### src/hdl/btds_pkg.sv
// shared constants, opcodes and interface types for the byte translate filter
`default_nettype none

package btds_pkg;

	// default depth of each expanded set list
	localparam int unsigned SET_DEPTH_DEF = 256;

	// one table entry per byte value
	localparam int unsigned TAB_SIZE = 256;

	// sweep counter wide enough to hold the table size itself
	localparam int unsigned CTR_W = 9;

	// output queue between the lookup pipeline and the receiver
	localparam int unsigned OUT_DEPTH = 4;
	localparam int unsigned OUT_PTR_W = 2;
	localparam int unsigned OUT_CNT_W = 3;

	// request opcodes
	typedef enum logic [2:0] {
		OP_CLEAR   = 3'd0,
		OP_APPEND1 = 3'd1,
		OP_APPEND2 = 3'd2,
		OP_BUILD   = 3'd3,
		OP_DATA    = 3'd4
	} op_t;

	// configuration register indexes
	localparam logic [1:0] CFG_DELETE     = 2'd0;
	localparam logic [1:0] CFG_SQUEEZE    = 2'd1;
	localparam logic [1:0] CFG_COMPLEMENT = 2'd2;

	// translation table entry: membership bit and mapped byte
	typedef struct packed {
		logic       member;
		logic [7:0] map;
	} tab_ent_t;

	// table access commands from the build sequencer
	typedef struct packed {
		logic       tab_we;
		logic [7:0] tab_addr;
		tab_ent_t   tab_wdata;
		logic [7:0] tab_raddr;
		logic       sq_we;
		logic [7:0] sq_addr;
		logic       sq_wdata;
	} tbl_cmd_t;

endpackage

`default_nettype wire

### src/hdl/btds_set_store.sv
// storage for the expanded set lists and their fill counts
`default_nettype none

module btds_set_store
	import btds_pkg::*;
#(
	parameter int unsigned SET_DEPTH = SET_DEPTH_DEF
) (
	input  wire logic                                       clk,
	input  wire logic                                       arst_n,
	input  wire logic                                       clear,
	input  wire logic                                       app1,
	input  wire logic                                       app2,
	input  wire logic [7:0]                                 wr_byte,
	input  wire logic [((SET_DEPTH > 1) ? $clog2(SET_DEPTH) : 1)-1:0] l1_addr,
	input  wire logic [((SET_DEPTH > 1) ? $clog2(SET_DEPTH) : 1)-1:0] l2_addr,
	output logic      [7:0]                                 l1_data,
	output logic      [7:0]                                 l2_data,
	output logic      [$clog2(SET_DEPTH + 1)-1:0]           n1,
	output logic      [$clog2(SET_DEPTH + 1)-1:0]           n2
);

	localparam int unsigned IDX_W = (SET_DEPTH > 1) ? $clog2(SET_DEPTH) : 1;
	localparam int unsigned CNT_W = $clog2(SET_DEPTH + 1);

	logic [7:0]       list1_mem [SET_DEPTH];
	logic [7:0]       list2_mem [SET_DEPTH];
	logic [CNT_W-1:0] n1_q;
	logic [CNT_W-1:0] n2_q;
	logic             wr1;
	logic             wr2;

	// appends past a full list are dropped
	assign wr1 = app1 && (n1_q < CNT_W'(SET_DEPTH));
	assign wr2 = app2 && (n2_q < CNT_W'(SET_DEPTH));

	// fill counts
	always_ff @(posedge clk or negedge arst_n) begin
		if (!arst_n) begin
			n1_q <= '0;
			n2_q <= '0;
		end else if (clear) begin
			n1_q <= '0;
			n2_q <= '0;
		end else begin
			if (wr1) begin
				n1_q <= n1_q + 1'b1;
			end
			if (wr2) begin
				n2_q <= n2_q + 1'b1;
			end
		end
	end

	// list memories, one write and one registered read each
	always_ff @(posedge clk) begin
		if (wr1) begin
			list1_mem[n1_q[IDX_W-1:0]] <= wr_byte;
		end
		if (wr2) begin
			list2_mem[n2_q[IDX_W-1:0]] <= wr_byte;
		end
		l1_data <= list1_mem[l1_addr];
		l2_data <= list2_mem[l2_addr];
	end

	assign n1 = n1_q;
	assign n2 = n2_q;

endmodule

`default_nettype wire

### config.mk
export PLATFORM = sky130hd
export DESIGN_NAME = btds_set_store
export DESIGN_NICKNAME = d
export VERILOG_FILES = /design/src/hdl/btds_pkg.sv /design/src/hdl/btds_set_store.sv
export SDC_FILE = /design/constraint.sdc
export NUM_CORES = 2
export LEC_CHECK = 0
export BUFFER_PORTS_ARGS = -buffer_cell sky130_fd_sc_hd__clkbuf_2
export CAP_MARGIN = 10
export CORE_MARGIN = 3
export CORE_UTILIZATION = 40
export DETAILED_ROUTE_END_ITERATION = 12
export SLEW_MARGIN = 30
export SYNTH_ARGS = -nofsm -noshare
export SYNTH_HDL_FRONTEND = slang
export SYNTH_SLANG_ARGS = --single-unit
### constraint.sdc
create_clock -name clk -period 2.7 [get_ports clk]
set_input_delay 0.135 -clock clk [delete_from_list [all_inputs] [get_ports clk]]
set_output_delay 0.135 -clock clk [all_outputs]
set_load 0.01 [all_outputs]
# [Yosys cells after proc, flatten, opt, wreduce, memory -nomap -nowiden]
# Memories as Yosys holds them, arrays and structs flattened. A register that Yosys moved wholly into a read port is not among the register bits.
# Cells that the tools add are included.
[word_totals] wordCells=20 rom_bits=0 mem_count=2 mem_bits_rw=4096 latch_bits=0 register_bits=18 in_bits=29
[classes] eq_ne=0 multipliers=0 div=0 reduce_logical=4 n_lt_le_gt_ge=2 mux=8 shifts=0 n_addsub=2 bitwise_logic=0
[mem_list] memory="list1_mem" words=256 width=8 read_ports=1 rd_ports_with_merged_regs=1 write_ports=1 line="btds_set_store.sv:26" text="logic [7:0] list1_mem [SET_DEPTH];"
[mem_list] memory="list2_mem" words=256 width=8 read_ports=1 rd_ports_with_merged_regs=1 write_ports=1 line="btds_set_store.sv:27" text="logic [7:0] list2_mem [SET_DEPTH];"
[ops] cell="two-way mux 9 bit" count=4
[ops] cell="adder 9 x 1 -> 9 bit, second input constant" count=2
[ops] cell="less-than comparator 9 bit, second input constant" count=2
[ops] cell="two-way mux 1 bit" count=4
[ops] cell="nonzero test 2 bit" count=2
[ops] cell="logical AND 1 bit" count=2

# [Depth between registers and ports, before layout]
[depth] ltp_word=4 depth_mapped=12 depth_no_buf=6

# [Least setup slack after synthesis]
# No wires, ideal clock.
[synth_path] kind="reg2reg" startpoint="reg n2_q[1], in the netlist n2[1]" endpoint="mem list2_mem[169][0] (enable)" period_less_slack_ps=2402 slack_ps=298 setup_time_ps=370 t_arrival_ps=2032 stages_incl_launch_ff=8 path_cell_list="dfrtp_1 > inv_1 > ha_1 > nand3b_1 > or3b_2 > clkbuf_1 > clkbuf_1 > nor2_1"
[synth_between] elab_chain_len=4
[synth_lines] item="start: declaration" line="btds_set_store.sv:29" text="logic [CNT_W-1:0] n2_q;"
[synth_lines] item="start signal: assignment" line="btds_set_store.sv:50" text="n2_q <= n2_q + 1'b1;"
[synth_lines] item="less-than comparator 9 bit" line="btds_set_store.sv:35" text="assign wr2 = app2 && (n2_q < CNT_W'(SET_DEPTH));"
[synth_lines] item="logical AND 1 bit" line="btds_set_store.sv:35"
[synth_lines] item="two-way mux 1 bit" line="btds_set_store.sv:60" text="if (wr2) begin"
[synth_lines] item="two-way mux 1 bit (not written as such)" line="btds_set_store.sv:61" text="list2_mem[n2_q[IDX_W-1:0]] <= wr_byte;"
[synth_lines] item="end: declaration" line="btds_set_store.sv:27"
# Parallel ways exist; a longest one is shown, timed or not.

==> run summary <==
Final worst-path cycle share = 97.7%
Layout cell share with drive strength beyond 1 = 30.4%
Async SR Flop Fraction = 0.436%
Synthesis-to-layout area growth = 18.0%
Num Clock Sinks = 4130
Max Cap Viol = 0
Syn Area/Cell = 21.0 um2
Fmax = 379 MHz
Worst-skew pair later-pin latency = 0.99 ns
Mapped cell area = 159000 um2
CP Data Required Time = 3.56 ns
Status = completed
Largest net degree at the start of global routing = 102
Layout fillers = 32100
EDFF count, synth = 4096
CORE AREA = 396000 um2
Worst slew margin = 35.3%
Postcts setup bufs = 0
Synthesized instance count = 7597
Tmin final = 2.64 ns
Post-route ant nets = 0
Total power = 133 mW
Die footprint = 406000 um2
RD Place Congestion = 0.872
Gr usage total = 20.1%
Crit path kind = flop to flop
CTS tree = yes
Starting Density = 40.2%
DRC errors left = 0
Setup slack at placement = -0.506 ns
Power Density = 707 nW/um2
Area post-placement = 175000 um2
DIE HEIGHT = 637 um
CTS buffer count = 415
Netlist cell types = 67
Worst-path clk slew = 0.06 ns
I/O Buffers = 62
Max FO, Critical Path = 1
Util after Layout = 47.5%
First-pass DRT Iterations = 6
Final setup fails = 0
PnR worst setup slack = 0.0628 ns
Sequential area share after synthesis = 77.7%
Hpwl dp = 267000 um
Vias in the first global route = 83600
Synth warn = 0
Crit path DAT = 3.50 ns
Die X-Extent = 637 um
P_leak = 60.7 nW
Post-Layout Cell Count = 14400
Clk buf depth = 4
Num ports = 63
Synth Register Bits = 4130
First DRT Iteration DRCs = 9357
Clk root buf = clkbuf_16
HP Class = input port to flop
Crit path launch type = flop
Via density = 5.68
Commonest non-fill, non-tap cell in the layout = edfxtp_1
Top_reg_cell synth = edfxtp_1
Final nets = 8885
Avg WL per Cell = 28.7 um
Total wire length = 415000 um
VDD IR max = 0.540 mV
Final setup skew = 0.0795 ns
RSZ-0062 raised after global routing = no
Commonest cells after routing, fill and taps aside = edfxtp_1 (4096), buf_4 (1088), mux4_2 (880)
Initial antenna violation count = 8
Finished Cell Area = 188000 um2
Max-slew violation count = 0
Crit end category = flop
H-tree levels = 5
Via count = 82000
Dpl cells = 13700
Overflow after GRT = 0
Final hold vios = 0
Row count = 231
Post-synth net total = 7634
Worst-margin pin slew = 0.971 ns
First-pass GRT wire length = 600000 um
[cell families (layout without fill, tap and decap cells)]
family,count (synthesis),after routing,synth area share [%]
adders and majority gates,8,8,0.0628
buffers and inverters,486,2074,1.71
DFF,4130,4130,77.7
and+or+nand+nor,924,924,2.52
AOI/OAI and AO/OA,879,879,3.79
xor gates and xnor gates,13,13,0.0714
muxes,1157,1157,14.2
other,0,4,0
[sequential cells by signal, indices dropped and copies added, names as in the netlist]
signal and cells:
l1_data 8, n1 9, n2 9, list2_mem 2048, l2_data 8, list1_mem 2048
[critical path: stages, from the launching register on]
cell and delay, ns:
edfxtp_1 0.36, mux4_2 0.48, a22oi_1 0.36, a21oi_1 0.14, or3_1 0.43, o22ai_1 0.51
buf_4 0.22, nor3b_1 0.05
[power by group]
part | switching [mW] | total, mW | internal (mW)
Clock | 24.0 | 55.3 | 31.3
Combinational | 4.34 | 7.07 | 2.73
Sequential | 0.0977 | 70.6 | 70.5
[synth_stat cells, drive strengths merged (5+ instances only)]
cell type / number / area share [%]
buf: 256 / 1.2
or2: 7 / 0.027
nor3b: 9 / 0.046
nor4: 48 / 0.19
a211oi: 25 / 0.12
and2: 7 / 0.027
nand3: 42 / 0.13
mux2i: 268 / 1.7
nand2: 84 / 0.20
and3: 8 / 0.031
or3b: 6 / 0.033
dfrtp: 18 / 0.28
o21ai: 54 / 0.17
a31oi: 29 / 0.11
nor3: 18 / 0.057
nor2b: 27 / 0.11
o221ai: 67 / 0.37
a22o: 15 / 0.082
xor2: 10 / 0.055
o22ai: 57 / 0.22
ha: 8 / 0.063
nand4: 14 / 0.055
mux4: 880 / 12
and3b: 7 / 0.038
mux2: 9 / 0.064
dfxtp: 16 / 0.20
a221oi: 8 / 0.044
o211a: 5 / 0.031
nor2: 614 / 1.4
a22oi: 376 / 1.8
a21oi: 203 / 0.64
o2bb2ai: 7 / 0.038
edfxtp: 4096 / 77
nand2b: 12 / 0.047
a311oi: 5 / 0.027
or3: 12 / 0.047
clkbuf: 221 / 0.52
nand3b: 7 / 0.033
a2111oi: 5 / 0.031
inv: 9 / 0.021
[what timing repair did]
action	CTS	global route
endpoints found under the setup margin	1	104
hold buffers	14	0
hold endpoints to repair	1977	0
cloned	0	0
gates resized for setup	1	2
[layout make-up]
| cell class | instances | area [um2] | area share (%) |
|---|---|---|---|
| Antenna cell | 4 | 10.0 | 0.00532 |
| Timing Repair Buffer | 1311 | 11700 | 6.21 |
| Tap cell | 5242 | 6560 | 3.49 |
| Clock inverter | 219 | 2020 | 1.07 |
| Inverter | 9 | 33.8 | 0.0180 |
| Sequential cell | 4130 | 124000 | 65.8 |
| Clock buffer | 535 | 11000 | 5.85 |
| Multi-Input combinational cell | 2981 | 33000 | 17.6 |
[per-layer routing]
metal | routed length (um) | part of all wire (%) | vias up | track usage, %
met5 | 13 | 0.0031 | - | 0
met4 | 10600 | 2.6 | 2 | 5.06
met3 | 31600 | 7.6 | 593 | 3.36
met2 | 202000 | 49 | 3399 | 32.8
met1 | 170000 | 41 | 43700 | 28.1
li1 | - | - | 34300 | -
[worst paths after layout]
check                                  start    endpoint  slack, ns  cells past startpoint
setup / recovery           list2_mem[159][0]  l2_data[0]       0.06                      7
hold / removal                    l1_addr[5]  l1_data[6]       0.09                      5
setup reg to reg           list2_mem[159][0]  l2_data[0]       0.06                      7
hold reg to reg                        n1[8]       n1[8]       0.62                      2
max in group asynchronous             arst_n       n2[0]       1.83                      4
min in group asynchronous             arst_n       n1[4]       0.56                      4
[stage by stage]
stage	hold slack, ns	TNS (ns)
global placement	0.359	-6.60
global route	0.104	0
CTS	0.0278	0
detailed placement	0.198	-4.86
floorplan	-0.161	0
finish	0.0918	0
Power figures use the tool's default switching activity.
