File: src/hdl/btds_pkg.sv
// shared constants, opcodes and interface types for the byte translate filter
`default_nettype none

package btds_pkg;

	// default depth of each expanded set list
	localparam int unsigned SET_DEPTH_DEF = 256;

	// one table entry per byte value
	localparam int unsigned TAB_SIZE = 256;

	// sweep counter wide enough to hold the table size itself
	localparam int unsigned CTR_W = 9;

	// output queue between the lookup pipeline and the receiver
	localparam int unsigned OUT_DEPTH = 4;
	localparam int unsigned OUT_PTR_W = 2;
	localparam int unsigned OUT_CNT_W = 3;

	// request opcodes
	typedef enum logic [2:0] {
		OP_CLEAR   = 3'd0,
		OP_APPEND1 = 3'd1,
		OP_APPEND2 = 3'd2,
		OP_BUILD   = 3'd3,
		OP_DATA    = 3'd4
	} op_t;

	// configuration register indexes
	localparam logic [1:0] CFG_DELETE     = 2'd0;
	localparam logic [1:0] CFG_SQUEEZE    = 2'd1;
	localparam logic [1:0] CFG_COMPLEMENT = 2'd2;

	// translation table entry: membership bit and mapped byte
	typedef struct packed {
		logic       member;
		logic [7:0] map;
	} tab_ent_t;

	// table access commands from the build sequencer
	typedef struct packed {
		logic       tab_we;
		logic [7:0] tab_addr;
		tab_ent_t   tab_wdata;
		logic [7:0] tab_raddr;
		logic       sq_we;
		logic [7:0] sq_addr;
		logic       sq_wdata;
	} tbl_cmd_t;

endpackage

`default_nettype wire

File: src/hdl/btds_build.sv
// sequencer that sweeps the set lists and rewrites the lookup tables
`default_nettype none

module btds_build
	import btds_pkg::*;
#(
	parameter int unsigned SET_DEPTH = SET_DEPTH_DEF
) (
	input  wire logic                                       clk,
	input  wire logic                                       arst_n,
	input  wire logic                                       start,
	input  wire logic                                       delete_mode,
	input  wire logic                                       complement_mode,
	input  wire logic [$clog2(SET_DEPTH + 1)-1:0]           n1,
	input  wire logic [$clog2(SET_DEPTH + 1)-1:0]           n2,
	output logic      [((SET_DEPTH > 1) ? $clog2(SET_DEPTH) : 1)-1:0] l1_addr,
	output logic      [((SET_DEPTH > 1) ? $clog2(SET_DEPTH) : 1)-1:0] l2_addr,
	input  wire logic [7:0]                                 l1_data,
	input  wire logic [7:0]                                 l2_data,
	input  wire tab_ent_t                                   tab_rdata,
	output tbl_cmd_t                                        cmd,
	output logic                                            busy
);

	localparam int unsigned IDX_W = (SET_DEPTH > 1) ? $clog2(SET_DEPTH) : 1;
	localparam int unsigned CNT_W = $clog2(SET_DEPTH + 1);

	typedef enum logic [2:0] {
		ST_IDLE,
		ST_INIT,
		ST_SET1,
		ST_COMP,
		ST_SQZ
	} state_t;

	state_t           state_q;
	logic [CTR_W-1:0] ctr_q;
	logic             pend_q;
	logic [7:0]       c_s1_q;
	logic [IDX_W-1:0] j_q;
	logic             cmp_q;
	logic             xlate_q;
	logic             sqlist_q;

	logic [CTR_W-1:0] limit;
	logic             issue;
	logic             cons;
	logic             j_more;
	logic [IDX_W-1:0] j_next;
	logic [CNT_W-1:0] n2_last;
	logic [IDX_W-1:0] l2_clamp;

	// sweep length of the current phase
	always_comb begin
		unique case (state_q)
			ST_SET1: limit = CTR_W'(n1);
			ST_SQZ:  limit = sqlist_q ? CTR_W'(n2) : CTR_W'(TAB_SIZE);
			default: limit = CTR_W'(TAB_SIZE);
		endcase
	end

	assign issue = (state_q != ST_IDLE) && (ctr_q < limit);

	// set2 index for set1 position, last entry repeating
	assign n2_last  = n2 - CNT_W'(1);
	assign l2_clamp = (ctr_q < CTR_W'(n2)) ? ctr_q[IDX_W-1:0] : n2_last[IDX_W-1:0];

	// complement walk: each new member takes the next set2 byte
	assign cons   = xlate_q && !tab_rdata.member;
	assign j_more = CNT_W'(j_q) < n2_last;
	assign j_next = ((state_q == ST_COMP) && pend_q && cons && j_more) ? j_q + 1'b1 : j_q;

	// list read addresses
	always_comb begin
		l1_addr = ctr_q[IDX_W-1:0];
		unique case (state_q)
			ST_SET1: l2_addr = l2_clamp;
			ST_COMP: l2_addr = j_next;
			default: l2_addr = ctr_q[IDX_W-1:0];
		endcase
	end

	// table writes; past the init sweep, issued from the registered read data of the previous cycle
	always_comb begin
		cmd           = '0;
		cmd.tab_raddr = ctr_q[7:0];
		unique case (state_q)
			ST_INIT: begin
				if (issue) begin
					cmd.tab_we            = 1'b1;
					cmd.tab_addr          = ctr_q[7:0];
					cmd.tab_wdata.member  = 1'b0;
					cmd.tab_wdata.map     = ctr_q[7:0];
					cmd.sq_we             = 1'b1;
					cmd.sq_addr           = ctr_q[7:0];
					cmd.sq_wdata          = 1'b0;
				end
			end
			ST_SET1: begin
				if (pend_q) begin
					cmd.tab_we           = 1'b1;
					cmd.tab_addr         = l1_data;
					cmd.tab_wdata.member = 1'b1;
					cmd.tab_wdata.map    = (xlate_q && !cmp_q) ? l2_data : l1_data;
				end
			end
			ST_COMP: begin
				if (pend_q) begin
					cmd.tab_we           = 1'b1;
					cmd.tab_addr         = c_s1_q;
					cmd.tab_wdata.member = !tab_rdata.member;
					cmd.tab_wdata.map    = cons ? l2_data : c_s1_q;
				end
			end
			ST_SQZ: begin
				if (pend_q) begin
					cmd.sq_we    = 1'b1;
					cmd.sq_addr  = sqlist_q ? l2_data : c_s1_q;
					cmd.sq_wdata = sqlist_q ? 1'b1 : tab_rdata.member;
				end
			end
			default: ;
		endcase
	end

	assign busy = (state_q != ST_IDLE);

	// phase sequencing and sweep counters
	always_ff @(posedge clk or negedge arst_n) begin
		if (!arst_n) begin
			state_q  <= ST_IDLE;
			ctr_q    <= '0;
			pend_q   <= 1'b0;
			c_s1_q   <= '0;
			j_q      <= '0;
			cmp_q    <= 1'b0;
			xlate_q  <= 1'b0;
			sqlist_q <= 1'b0;
		end else begin
			pend_q <= issue && (state_q != ST_INIT);
			c_s1_q <= ctr_q[7:0];
			if (state_q == ST_IDLE) begin
				if (start) begin
					state_q  <= ST_INIT;
					ctr_q    <= '0;
					j_q      <= '0;
					cmp_q    <= complement_mode;
					xlate_q  <= !delete_mode && (n2 != '0);
					sqlist_q <= (n2 != '0);
				end
			end else begin
				j_q <= j_next;
				if (issue) begin
					ctr_q <= ctr_q + 1'b1;
				end else if (!pend_q) begin
					ctr_q <= '0;
					unique case (state_q)
						ST_INIT: state_q <= ST_SET1;
						ST_SET1: state_q <= cmp_q ? ST_COMP : ST_SQZ;
						ST_COMP: state_q <= ST_SQZ;
						default: state_q <= ST_IDLE;
					endcase
				end
			end
		end
	end

endmodule

`default_nettype wire

File: config.mk
export PLATFORM = sky130hd
export DESIGN_NAME = btds_build
export DESIGN_NICKNAME = d
export VERILOG_FILES = /design/src/hdl/btds_pkg.sv /design/src/hdl/btds_build.sv
export SDC_FILE = /design/constraint.sdc
export NUM_CORES = 1
export LEC_CHECK = 0
export ABC_AREA = 1
export BUFFER_PORTS_ARGS = -buffer_cell sky130_fd_sc_hd__buf_2
export CORE_MARGIN = 2
export CORE_UTILIZATION = 48
export DETAILED_ROUTE_END_ITERATION = 16
export GPL_TIMING_DRIVEN = 0
export PLACE_DENSITY = 0.78
export SKIP_LAST_GASP = 1
export SLEW_MARGIN = 15
export SYNTH_ARGS = -nofsm -noshare
export SYNTH_HDL_FRONTEND = slang
export SYNTH_SLANG_ARGS = --single-unit
File: constraint.sdc
create_clock -name clk -period 2.5 [get_ports clk]
set_clock_uncertainty 0.05 [all_clocks]
set_input_delay 0.25 -clock clk [delete_from_list [all_inputs] [get_ports clk]]
set_output_delay 0.25 -clock clk [all_outputs]
set_load 0.005 [all_outputs]
-- Word-level counts from Yosys, hierarchy flattened
Index checks and enable logic that the tools add are counted.
- magnitude comparators: 3
- reductions and logical operators: 17
- add/sub/neg operators: 3
- eq/ne operators: 9
- muxes and demuxes: 28
- operators by type and width (operator ; number):
    8-bit two-way mux ; 7
    18-bit two-way mux ; 3
    18-bit one-hot mux with 3 select lines ; 1
    9-bit two-way mux ; 5
    10-bit two-way mux ; 2
    10-bit one-hot mux with 2 select lines ; 1
    9-bit less-than comparator ; 2
    9-bit one-hot mux with 2 select lines ; 1
    8-bit one-hot mux with 2 select lines ; 1
    3-bit two-way mux ; 5
    9-bit by 1-bit adder with 9-bit output, second input constant ; 1
    8-bit by 9-bit less-than comparator with 1-bit output ; 1
    3-bit one-hot mux with 3 select lines ; 1
    9-bit nonzero test ; 1
    9-bit by 1-bit subtractor with 9-bit output, second input constant ; 1
    8-bit by 1-bit adder with 8-bit output, second input constant ; 1
    1-bit logical AND ; 8
    3-bit by 2-bit equality test with 1-bit output, second input constant ; 2
    3-bit by 1-bit != test with 1-bit output, second input constant ; 2
    2-bit by 1-bit != test with 1-bit output, second input constant ; 2
    2-bit AND reduction ; 2
    3-bit by 1-bit equality test with 1-bit output, second input constant ; 1
    3-bit equality test, second input constant ; 1
    1-bit zero test ; 3
    5 further kinds ; 5
- word-level logic and storage cells: 68
- flip-flop bits (word level): 32

-- Longest topological paths before layout
- word-level depth: 6
- mapped depth: 19
- depth with buffers taken out: 19

-- Worst setup path after synthesis
Ideal clock, no wire load.
- path type: register to output
- start: register state_q[1]
- end: output port cmd[21] (netlist name)
- cell stages (with the launch flop): 15
- slack: 0.086 ns
- required time: 2.200 ns
- arrival: 2.114 ns
- cells stage by stage: dfrtp_1 nor2_1 nand2_1 inv_1 o21ai_0 nand2_1 a21oi_1 ha_1 a21oi_1 o21ai_0 a21oi_1 nand2_1 nor2_4 nand2_1 nand3_1
- RTL lines (what ; line ; text):
    start: declaration ; btds_build.sv:36 ; state_t state_q;
    start signal: assignment ; btds_build.sv:159 ; ST_SET1: state_q <= cmp_q ? ST_COMP : ST_SQZ;
    end: declaration ; btds_build.sv:21 ; output tbl_cmd_t cmd,

==> flow_summary.toml <==
[status]
status = "complete, but fails checks"
violations = "setup timing"

[timing]
rsz0062_at_grt = "yes"
timing.final.crit_period_ns = 3.040
setup_viol = 45
finalHoldViolations = 0
slew_viol_final = 0
fin_ws_ns = -0.5403
layout_worst_path_cycle_share = 1.216
setup_tns_ns = -17.46
fmax_mhz = 328.9
slew_headroom = 0.4919
worst_slew_pin_slew_ns = 0.7622

[route]
drcViolationCount = 0
vias = 4264
drt-pass1-iter-count = 6
post_drt_wl_per_cell_um = 18.52
drtAntennaViolNets = 0
routed_via_density = 6.091
drt_iter0_markers = 556
wirelength_um = 12970

[logic_synthesis]
synthFlopType = "dfrtp_1"
yosysUniqueCellTypes = 34
ys_ff_latch = 32
async_flop_share = 1.000
synth_edf_count = 0
yosysSeqAreaShare = 0.2397
ys_warn_count = 0
avgSynthCellArea_um2 = 6.846
synth_cells = 488
syn_area_um2 = 3341
syn_nets = 562

[floorplanning]
die_w_um = 87.43
rows = 30
ioPinCount = 101
dieArea_um2 = 7643
initial_core_util = 0.4944
die_h_um = 87.43
coreArea_um2 = 6756

[critical_path]
endpoint_kind = "primary output"
crit_chain = "nor2_2, nand2_2, inv_4, a32o_1, inv_1, ha_1, a21oi_4, o21ai_2, a21oi_4, nand2_4, nor2_4, nand2_2, nand3_2, buf_2"
critPathMaxFanout = 8
cp_data_required_time_ns = 2.20
reg2regPathDepth = 14
critPathArrivalTime_ns = 2.74
cp-start-kind = "flip-flop"
r2r-end = "ctr_q[4]"
critical_path_class = "reg2out"
reg2reg_slack_ns = -0.11
cpMaxStageDelayCell = "dfrtp_1"
r2r_start = "state_q[1]"
critPathMaxStageDelay_ns = 0.42

[placement]
postPlaceCellArea_um2 = 3901
io_buffers = 92
globalplace.congestion = 0.9399
dpl.hpwl_um = 7816

[hold_path]
hold_start = "complement_mode"
holdCritPathClass = "in2reg"
whs_endpoint = "cmp_q"
hold_depth = 3

[cells_and_area]
fillers = 483
design_area_um2 = 4827
final_nets = 693
regArea_um2 = 810.8
area_delta_synth_final_pct = 44.49
post-route-util = 0.7144
drive_above_1_share = 0.4339
n_antenna_cell = 0
multiInputGateArea_um2 = 2577

[global_routing]
antenna_found_initial = 0
grtUsageTotal = 0.2994
grt_pass1_vias = 3791
grt_pass1_wl_um = 17820
grt_start_max_net_pins = 33
overflow = 0

[clocking]
cts.path.max_buffers = 2
cts.sinks = 32
root_buffer = "clkbuf_8"
clk_pin_slew_ns = 0.08
cts_tree = "done"
insertion_delay_ns = 0.30
htree_levels = 2
cts-buffers-inserted = 5

[power]
comb_power_share = 0.133
ir_worst_vdd_mv = 0.2381
p_leak_uw = 0.002629
swShare = 0.2644
p_seq_frac = 0.433
power.internal_uw = 878.8
power.density_nw_per_um2 = 247.5
switching_power_uw = 315.9
clock_power_share = 0.434

[flow_run]
maxCapViolations = 0
==> worst max-delay path, delay by kind of cell (launching register included) <==
| kind | cells | cell delay [ns] |
|---|---|---|
| AOI/OAI and AO/OA | 4 | 0.64 |
| adders and majority gates | 1 | 0.24 |
| buffers and inverters | 3 | 0.27 |
| DFF | 1 | 0.42 |
| and+or+nand+nor | 6 | 0.87 |
==> sequential cells by signal (all words and copies together), names as in the netlist <==
name	flops
ctr_q	9
c_s1_q	8
xlate_q	1
j_q	8
state_q	3
cmp_q	1
sqlist_q	1
pend_q	1
==> Yosys cell counts (3+ instances only) <==
cell type / instances / area, um^2
nand2_1: 130 / 488.0
inv_1: 63 / 236.5
nand3_1: 43 / 215.2
o21ai_0: 33 / 165.2
dfrtp_1: 32 / 800.8
a21oi_1: 26 / 130.1
ha_1: 26 / 325.3
nor2_1: 24 / 90.09
buf_4: 16 / 120.1
o22ai_1: 16 / 100.1
xor2_1: 15 / 131.4
mux2_2: 8 / 90.09
a32o_1: 7 / 70.07
clkbuf_1: 6 / 22.52
nand2_2: 5 / 31.28
nor3_1: 5 / 25.02
xnor2_1: 4 / 35.03
nand2_4: 3 / 33.78
nand3_2: 3 / 30.03
o21ai_1: 3 / 15.01
==> layout by cell type, fill, tap and decap left out, types with 5 or more instances in the layout <==
| cell type | n |
|---|---|
| a21oi_1 | 19 |
| a21oi_4 | 5 |
| a32o_1 | 6 |
| buf_2 | 89 |
| buf_4 | 42 |
| buf_6 | 5 |
| clkbuf_8 | 5 |
| dfrtp_1 | 24 |
| dfrtp_2 | 8 |
| ha_1 | 19 |
| ha_4 | 7 |
| inv_1 | 52 |
| inv_2 | 9 |
| mux2_2 | 8 |
| nand2_1 | 101 |
| nand2_2 | 22 |
| nand2_4 | 15 |
| nand3_1 | 30 |
| nand3_2 | 14 |
| nor2_1 | 21 |
| o21ai_0 | 27 |
| o21ai_1 | 5 |
| o22ai_1 | 16 |
| xor2_1 | 12 |
==> final cells by class <==
class                   instances  area share
clock buffers                   5     0.01426
multi-input cells             366      0.5340
inverters                      66     0.05702
flip-flops and latches         32      0.1680
well taps                      80     0.02074
repair buffers                122      0.1534
plain buffers                  26     0.04381
clock inverters                 3    0.008813
==> per-layer routing <==
metal,part of all wire,global-route usage
met5,0,0
met4,0.069,0.1678
met3,0.11,0.05213
met2,0.46,0.5110
met1,0.36,0.3525
==> kinds of logic after synthesis <==
kind of cell | Yosys count | share of synthesized area
buffers and inverters | 92 | 0.1296
AND/OR/NAND/NOR | 219 | 0.2959
flip-flops | 32 | 0.2397
adder cells (fa/ha/maj) | 26 | 0.09738
multiplexers | 8 | 0.02697
AO/OA/AOI/OAI | 92 | 0.1607
XOR/XNOR | 19 | 0.04981
==> timing repair <==
| action | CTS | global route |
|---|---|---|
| pin swaps | 27 | 22 |
| cloned | 2 | 1 |
| endpoints found under the hold margin | 21 | 0 |
| hold buffers | 1 | 0 |
| setup buffers | 19 | 9 |
| resized for setup | 85 | 59 |
| setup endpoints to repair | 47 | 47 |
==> power groups by stage <==
stage                     clock network (uW)  logic, uW  registers [uW]
final                                    518        159             517
after global routing                     544        169             517
after CTS                                511        140             517
after detailed placement                   0        118             527
after global placement                     0        113             527
after floorplan                            0       51.3             528
==> worst max path at each step <==
stage,startpoint,end,slack [ns],cells after the start
4_1_cts,state_q[1],cmd[35],-0.41,16
3_3_place_gp,state_q[1],cmd[20],-0.54,15
6_report,state_q[1],cmd[19],-0.54,14
5_1_grt,state_q[1],cmd[35],-0.68,15
3_5_place_dp,state_q[1],cmd[20],-0.60,15
2_1_floorplan,state_q[1],cmd[21],0.09,14
==> metrics by stage <==
stage | hold slack, ns | setup WS (ns) | instances | total power [uW]
after floorplan | -0.09559 | 0.08562 | 488 | 578.9
after global placement | 0.2997 | -0.5408 | 660 | 640.7
after detailed placement | 0.3013 | -0.6027 | 660 | 644.9
after CTS | 0.1148 | -0.4121 | 690 | 1168
after global routing | 0.1065 | -0.6839 | 700 | 1230
final | 0.1048 | -0.5403 | 700 | 1195
(Power assumes the default switching activity.)
